===== config.mk =====
export PLATFORM = sky130hd
export DESIGN_NAME = pffwl_cell
export DESIGN_NICKNAME = d
export VERILOG_FILES = /design/src/hw/rtl/pffwl_pkg.sv /design/src/hw/rtl/pffwl_cell.sv
export SDC_FILE = /design/constraint.sdc
export NUM_CORES = 1
export LEC_CHECK = 0
export BUFFER_PORTS_ARGS = -buffer_cell sky130_fd_sc_hd__buf_4
export CORE_AREA = 5 5 134 168
export CTS_BUF_LIST = sky130_fd_sc_hd__clkbuf_8
export DETAILED_ROUTE_END_ITERATION = 10
export DIE_AREA = 0 0 139 173
export PLACE_DENSITY = 0.66
export SLEW_MARGIN = 15
export SYNTH_ARGS = -nofsm -noshare
export SYNTH_HDL_FRONTEND = slang
export SYNTH_SLANG_ARGS = --single-unit

===== constraint.sdc =====
create_clock -name clk -period 8.32 [get_ports clk]
set_input_delay 1.664 -clock clk [delete_from_list [all_inputs] [get_ports clk]]
set_output_delay 1.664 -clock clk [all_outputs]
set_load 0.01 [all_outputs]

===== src/hw/rtl/pffwl_pkg.sv =====
// Package with the shared types and constants of the per-flow fixed-window limiter.
`timescale 1ns / 1ps
package pffwl_pkg;

  // Number of flow slots, one cell per slot.
  localparam int TABLE_ENTRIES = 64;
  localparam int IDX_W = (TABLE_ENTRIES > 1) ? $clog2(TABLE_ENTRIES) : 1;

  // Field widths.
  localparam int PORT_W   = 8;
  localparam int VLAN_W   = 12;
  localparam int TICK_W   = 32;
  localparam int COUNT_W  = 16;
  localparam int WINDOW_W = 20;
  localparam int STATUS_W = 2;
  localparam int CFG_IDX_W = 2;

  // Special VLAN ids and count limit.
  localparam logic [VLAN_W-1:0]  VLAN_NONE     = 12'd0;
  localparam logic [VLAN_W-1:0]  VLAN_RESERVED = 12'd4095;
  localparam logic [COUNT_W-1:0] COUNT_MAX     = 16'hFFFF;

  // Register reset values.
  localparam logic [WINDOW_W-1:0] WINDOW_RESET = 20'd1000;
  localparam logic [COUNT_W-1:0]  MAX_RESET    = 16'd15;

  // Configuration register indexes.
  localparam logic [CFG_IDX_W-1:0] REG_WINDOW_TICKS = 2'd0;
  localparam logic [CFG_IDX_W-1:0] REG_MAX_PACKETS  = 2'd1;

  // Result status codes.
  localparam logic [STATUS_W-1:0] ST_PASS     = 2'd0;
  localparam logic [STATUS_W-1:0] ST_LIMIT    = 2'd1;
  localparam logic [STATUS_W-1:0] ST_BAD_VLAN = 2'd2;
  localparam logic [STATUS_W-1:0] ST_FULL     = 2'd3;

  // Lookup token that walks down the row of cells.
  typedef struct packed {
    logic                active;
    logic                found;
    logic                free_seen;
    logic [IDX_W-1:0]    free_idx;
    logic [PORT_W-1:0]   port;
    logic [VLAN_W-1:0]   vlan;
    logic [TICK_W-1:0]   now;
    logic                drop;
    logic [STATUS_W-1:0] status;
  } tok_t;

  // New-entry write broadcast to all cells.
  typedef struct packed {
    logic              en;
    logic [IDX_W-1:0]  idx;
    logic [PORT_W-1:0] port;
    logic [VLAN_W-1:0] vlan;
    logic [TICK_W-1:0] now;
  } alloc_t;

endpackage


===== src/hw/rtl/pffwl_cell.sv =====
// One flow slot of the limiter: holds the entry and passes the lookup token on.
`timescale 1ns / 1ps
module pffwl_cell (
  input  logic                           clk,
  input  logic                           rst,
  input  logic [pffwl_pkg::IDX_W-1:0]    cell_idx,
  input  logic [pffwl_pkg::WINDOW_W-1:0] window_ticks,
  input  logic [pffwl_pkg::COUNT_W-1:0]  max_packets,
  input  pffwl_pkg::alloc_t              alloc,
  input  pffwl_pkg::tok_t                tok_in,
  output pffwl_pkg::tok_t                tok_out
);
  import pffwl_pkg::*;

  // Slot contents.
  logic               valid;
  logic [PORT_W-1:0]  port;
  logic [VLAN_W-1:0]  vlan;
  logic [COUNT_W-1:0] count;
  logic [TICK_W-1:0]  start;

  logic               match;
  logic               claim_free;
  logic [TICK_W-1:0]  diff;
  logic               restart;
  logic [COUNT_W-1:0] cnt_base;
  logic [COUNT_W-1:0] cnt_new;
  logic               alloc_hit;

  // Lookup against this slot and the window update on a hit.
  always_comb begin
    match      = tok_in.active && !tok_in.found && valid &&
                 (port == tok_in.port) && (vlan == tok_in.vlan);
    claim_free = tok_in.active && !tok_in.found && !valid && !tok_in.free_seen;
    diff       = start + TICK_W'(window_ticks) - tok_in.now;
    restart    = diff[TICK_W-1];
    cnt_base   = restart ? '0 : count;
    cnt_new    = (cnt_base == COUNT_MAX) ? cnt_base : cnt_base + COUNT_W'(1);
    alloc_hit  = alloc.en && (alloc.idx == cell_idx);
  end

  // Slot state: cleared valid bit at reset, entry written on a hit or allocation.
  always_ff @(posedge clk) begin
    if (rst) begin
      valid <= 1'b0;
    end else if (alloc_hit) begin
      valid <= 1'b1;
      port  <= alloc.port;
      vlan  <= alloc.vlan;
      count <= COUNT_W'(1);
      start <= alloc.now;
    end else if (match) begin
      count <= cnt_new;
      if (restart) begin
        start <= tok_in.now;
      end
    end
  end

  // Token stage handed to the next cell.
  always_ff @(posedge clk) begin
    if (rst) begin
      tok_out.active <= 1'b0;
    end else begin
      tok_out <= tok_in;
      if (match) begin
        tok_out.found  <= 1'b1;
        tok_out.drop   <= (cnt_new >= max_packets);
        tok_out.status <= (cnt_new >= max_packets) ? ST_LIMIT : ST_PASS;
      end else if (claim_free) begin
        tok_out.free_seen <= 1'b1;
        tok_out.free_idx  <= cell_idx;
      end
    end
  end

endmodule

# After elaboration in Yosys (flattened, before gate mapping)
# Index checks and enable logic that the tools add are counted.
op_classes:
  addsub: 3
  mul: 0
  div: 0
  magnitude_cmp: 1
  eq_ne: 4
  n_shift: 0
  n_mux: 10
  bitwise: 1
  n_reduce_logical: 15
op_table:
  columns: ["cell", "n"]
  rows:
  - ["2-to-1 mux 32 bit", 3]
  - ["2-to-1 mux 16 bit", 3]
  - ["adder 32 x 20 -> 32 bit", 1]
  - ["subtractor 32 bit", 1]
  - ["adder 16 x 1 -> 16 bit, second input constant", 1]
  - ["equality test 16 bit, second input constant", 1]
  - ["greater-or-equal comparator 16 bit", 1]
  - ["2-to-1 mux 7 bit", 2]
  - ["equality test 12 bit", 1]
  - ["equality test 8 bit", 1]
  - ["logical AND 1 bit", 7]
  - ["equality test 6 bit", 1]
  - ["AND reduction 2 bit", 2]
  - ["nonzero test 2 bit", 2]
  - ["zero test 1 bit", 3]
  - ["2-to-1 mux 3 bit", 1]
  - ["AND reduction 3 bit", 1]
  - ["2-to-1 mux 1 bit", 1]
  - ["NOT 1 bit", 1]
word_totals:
  ff_bits: 133
  latchBits: 0
  ramBits: 0
  rom_bits: 0
  in_bits: 167
  output_inout_bits: 64
  wordCells: 48
  mem_count: 0

# Longest topological paths before layout
depth:
  word_depth: 8
  depth_mapped: 26
  mapped_depth_nobuf: 24

# Least setup slack after synthesis
# Ideal clock, no wire load.
synth_path:
  path_type: "input -> register"
  startpoint: "input port window_ticks[6] in the netlist's numbering"
  endpoint: "register tok_out[2] in the netlist's numbering (data pin)"
  setup_ps: 259
  arrival_time_ps: 5950
  required_ps: 8061
  slack_ps: 2111
  path_stages: 25
  path_buffers: 2
  cell_sequence: "inv_1 fa_1 inv_1 ha_1 a21oi_1 o21ai_0 o21ai_0 a21o_1 o211ai_2 buf_4 buf_2 nor2_1 ha_1 nand3_1 nor3_4 xnor2_1 nor2_1 ha_1 nand2b_1 a21o_1 a21o_1 a2111oi_0 o211ai_1 a31oi_1 nor2_1"
synth_between:
  elab_chain_cells: 7
  word_cells_on_any_way: 8
  cone_classes: "add/sub: 3; order compare: 1; eq/ne: 1; mux: 3"
synth_lines:
  columns: ["element", "line", "rtl"]
  rows:
  - ["start: declaration", "pffwl_cell.sv:7", "input logic [pffwl_pkg::WINDOW_W-1:0] window_ticks,"]
  - ["adder 32 x 20 -> 32 bit (*)", "pffwl_cell.sv:35", "diff = start + TICK_W'(window_ticks) - tok_in.now;"]
  - ["subtractor 32 bit (*)", "pffwl_cell.sv:35", null]
  - ["2-to-1 mux 16 bit (*)", "pffwl_cell.sv:37", "cnt_base = restart ? '0 : count;"]
  - ["adder 16 x 1 -> 16 bit or equality test 16 bit (tied branches)", "pffwl_cell.sv:38", "cnt_new = (cnt_base == COUNT_MAX) ? cnt_base : cnt_base + COUNT_W'(1);"]
  - ["2-to-1 mux 16 bit (*)", "pffwl_cell.sv:38", null]
  - ["greater-or-equal comparator 16 bit (*)", "pffwl_cell.sv:68", "tok_out.drop <= (cnt_new >= max_packets);"]
  - ["2-to-1 mux 3 bit (*)", "pffwl_cell.sv:66", "if (match) begin"]
  - ["end signal: assignment", "pffwl_cell.sv:65", "tok_out <= tok_in;"]
  - ["end: declaration", "pffwl_cell.sv:11", "output pffwl_pkg::tok_t tok_out"]
# Mark *: on every way between the ends. The rest lies on a longest branch, timed or not.
# A chain may end at the register's enable or synchronous reset.

# Final worst setup path
layout_path:
  startpoint: "input port window_ticks[4] in the netlist's numbering"
  endpoint: "register tok_out[2] in the netlist's numbering (data pin)"
# The elaborated chain is that of the path after synthesis.

==> flow_summary.toml <==
[yosys]
syn_avg_cell_area_um2 = 12.51
yosys_warnings = 0
postSynth.asyncResetShare = 0
synth-simple-area-share = 0.1023
syn-num-nets = 816
yosys.area_share.adder = 0.1566
synthMostInstantiatedCell = "edfxtp_1"
syn_area_um2 = 7142
ys_seq_area_frac = 0.5564
synth-xor-area-share = 0.04660
muxShareOfSynthArea = 0.03118
synth.area.top_cells = "edfxtp_1 (55%), ha_1 (10%), fa_1 (5.3%)"
ys_seq_elements = 133
synth_common_cells = "edfxtp_1 (131), inv_1 (81), ha_1 (59), nor2_1 (50), nand2_1 (38)"
synth_top_cell_by_area = "edfxtp_1"
ys.flop_type = "edfxtp_1"
ys_types = 46
synth_top_family_by_area = "adder cells"
yosysTopAreaCellShare = 0.5508
synth-compound-area-share = 0.05816
synthCells = 571
synth_edf_count = 131

[power]
peakVddDrop_mv = 0.1036
power_density_nw_per_um2 = 161.7
p_leak_uw = 0.004194

[timing]
rsz0062_at_grt = "no"
setup-violations-final = 0
whs_ps = 530.8
slew_violations = 0
finalCritPeriodShare = 0.7832
fin_skew_ps = 14.77
fin_setup_tns_ps = 0
finalWorstPathRequiredPeriod_ps = 6516
worstMarginPinSlew_ps = 1010
relSlewSlack = 0.3248
finalHoldViolations = 0
fmax_mhz = 153.5

[drt]
wl_per_cell_um = 15.55
firstDrtPassIters = 4
drc_errors = 0
drtIter0Drc = 172
vias = 4995
finalWirelength_mm = 17.14
ant_nets = 0
via_per_inst = 4.533

[die]
die_area_um2 = 24050
start_util = 0.3455
die_y_um = 173
die_width_um = 139
core_area_um2 = 20670
num_rows = 59
io-pin-count = 231

[run]
drv_cap = 0

[clocking]
cts_setup_buffers = 0
cts-root-buf = "clkbuf_8"
worstSkewPairLatency_ps = 440
htreeDepth = 4
ctsHoldBuffers = 0
cts_buffer_depth = 2
cts_tree = "done"
cts-buffers-inserted = 17
post_cts_resized = 0
clkTransAtPathRegs_ps = 80
clock-sinks = 133

[layout]
final_area_um2 = 9608
final.fill_count = 1953
final_util = 0.4648
nNetsFinal = 1060
n_antenna_cell = 0
area_delta_synth_final_pct = 34.53
drive_gt1_frac = 0.3623

[min_path]
hp-class = "flip-flop to flip-flop"

[global_route]
grt_max_degree = 60
antenna_found_initial = 0
grt_use_total = 0.1451
grt_pass1_wl_mm = 27.78
grt_pass1_vias = 5438
grt.overflow.total = 0

[placed_design]
placed_cell_area_um2 = 9214
gp_congestion = 0.7641
io_buffers = 230
hpwl_mm = 13.40

[critical_path]
critical_path_class = "input port to flip-flop"
critical_path.endpoint_type = "flip-flop"
required_ps = 8500
arrival_ps = 6700
critPathMaxFanout = 22
startpoint_type = "input port"
reg2reg_slack_ps = 2850

[outcome]
outcome = "completed"
## report_power, final
| part | total (uW) | internal (uW) | switching (uW) |
|---|---|---|---|
| registers | 774 | 766 | 7.42 |
| clock network | 539 | 264 | 274 |
| logic | 241 | 128 | 113 |
## area by class of cell
class	instances	area, um2	share of cell area
timing repair buffer	234	1757	0.1828
multi-input combinational	348	2836	0.2952
clock inverter	12	118.9	0.01237
inverter	81	304.0	0.03164
sequential	133	3974	0.4136
tap	274	342.8	0.03568
clock buffer	20	275.3	0.02865
## state kept, by name (all words and copies together) (netlist names)
| name | flops |
|---|---|
| count | 16 |
| port | 8 |
| start | 32 |
| tok_out | 64 |
| valid | 1 |
| vlan | 12 |
## critical path, stage by stage
cell and delay (ps):
buf_4 80, inv_1 40, fa_1 530, inv_1 40, ha_1 300, a21oi_1 160
o21ai_0 100, o21ai_0 410, a21o_1 200, o211ai_2 370, nor2_1 220, ha_1 210
nand3_1 160, nor3_4 310, xnor2_1 180, nor2_1 60, ha_1 290, nand2b_1 140
a21o_1 190, a21o_1 170, a2111oi_0 390, o211ai_1 160, a31oi_1 230, nor2_1 80
## through the flow
| step | setup WS [ps] | cells | total power, uW |
|---|---|---|---|
| final | 1804 | 1102 | 1553 |
| after global routing | 1309 | 1102 | 1635 |
| after CTS | 1826 | 1102 | 1575 |
| after detailed placement | 1347 | 1070 | 1033 |
| after global placement | 1468 | 1070 | 1029 |
| after floorplan | 2111 | 571 | 898.2 |
## cell usage in the layout, fill, tap and decap left out, types with 4 or more instances in the layout
cell / Yosys / layout
a21o_1: 7 / 7
a21oi_1: 20 / 20
buf_4: 1 / 234
clkbuf_8: 0 / 20
clkinv_4: 0 / 4
edfxtp_1: 131 / 131
fa_1: 19 / 19
ha_1: 59 / 59
inv_1: 81 / 80
mux2_2: 18 / 18
nand2_1: 38 / 38
nand2b_1: 6 / 6
nand3_1: 7 / 7
nand4_1: 15 / 15
nor2_1: 50 / 49
nor3_1: 5 / 5
o21ai_0: 32 / 32
xnor2_1: 19 / 19
xor2_1: 19 / 19
## metal layers
metal / vias to the layer above / GRT usage / share of wire
li1: 2493 / - / -
met1: 2334 / 0.1601 / 0.39
met2: 146 / 0.2640 / 0.53
met3: 22 / 0.04254 / 0.061
met4: 0 / 0.05179 / 0.021
met5: - / 0 / 0
## cells by family after synthesis
family,after synthesis
buffers and inverters,90
xor gates and xnor gates,38
and+or+nand+nor,141
adders and majority gates,78
AOI/OAI and AO/OA,71
DFF,133
muxes,20
## worst paths after layout
kind / from / to / cells past startpoint
min: valid / valid / 2
max reg2reg: start[4] / tok_out[2] / 23
max: window_ticks[4] / tok_out[2] / 24
min reg2reg: valid / valid / 2
Note: power is estimated with default switching activity, not from simulation.
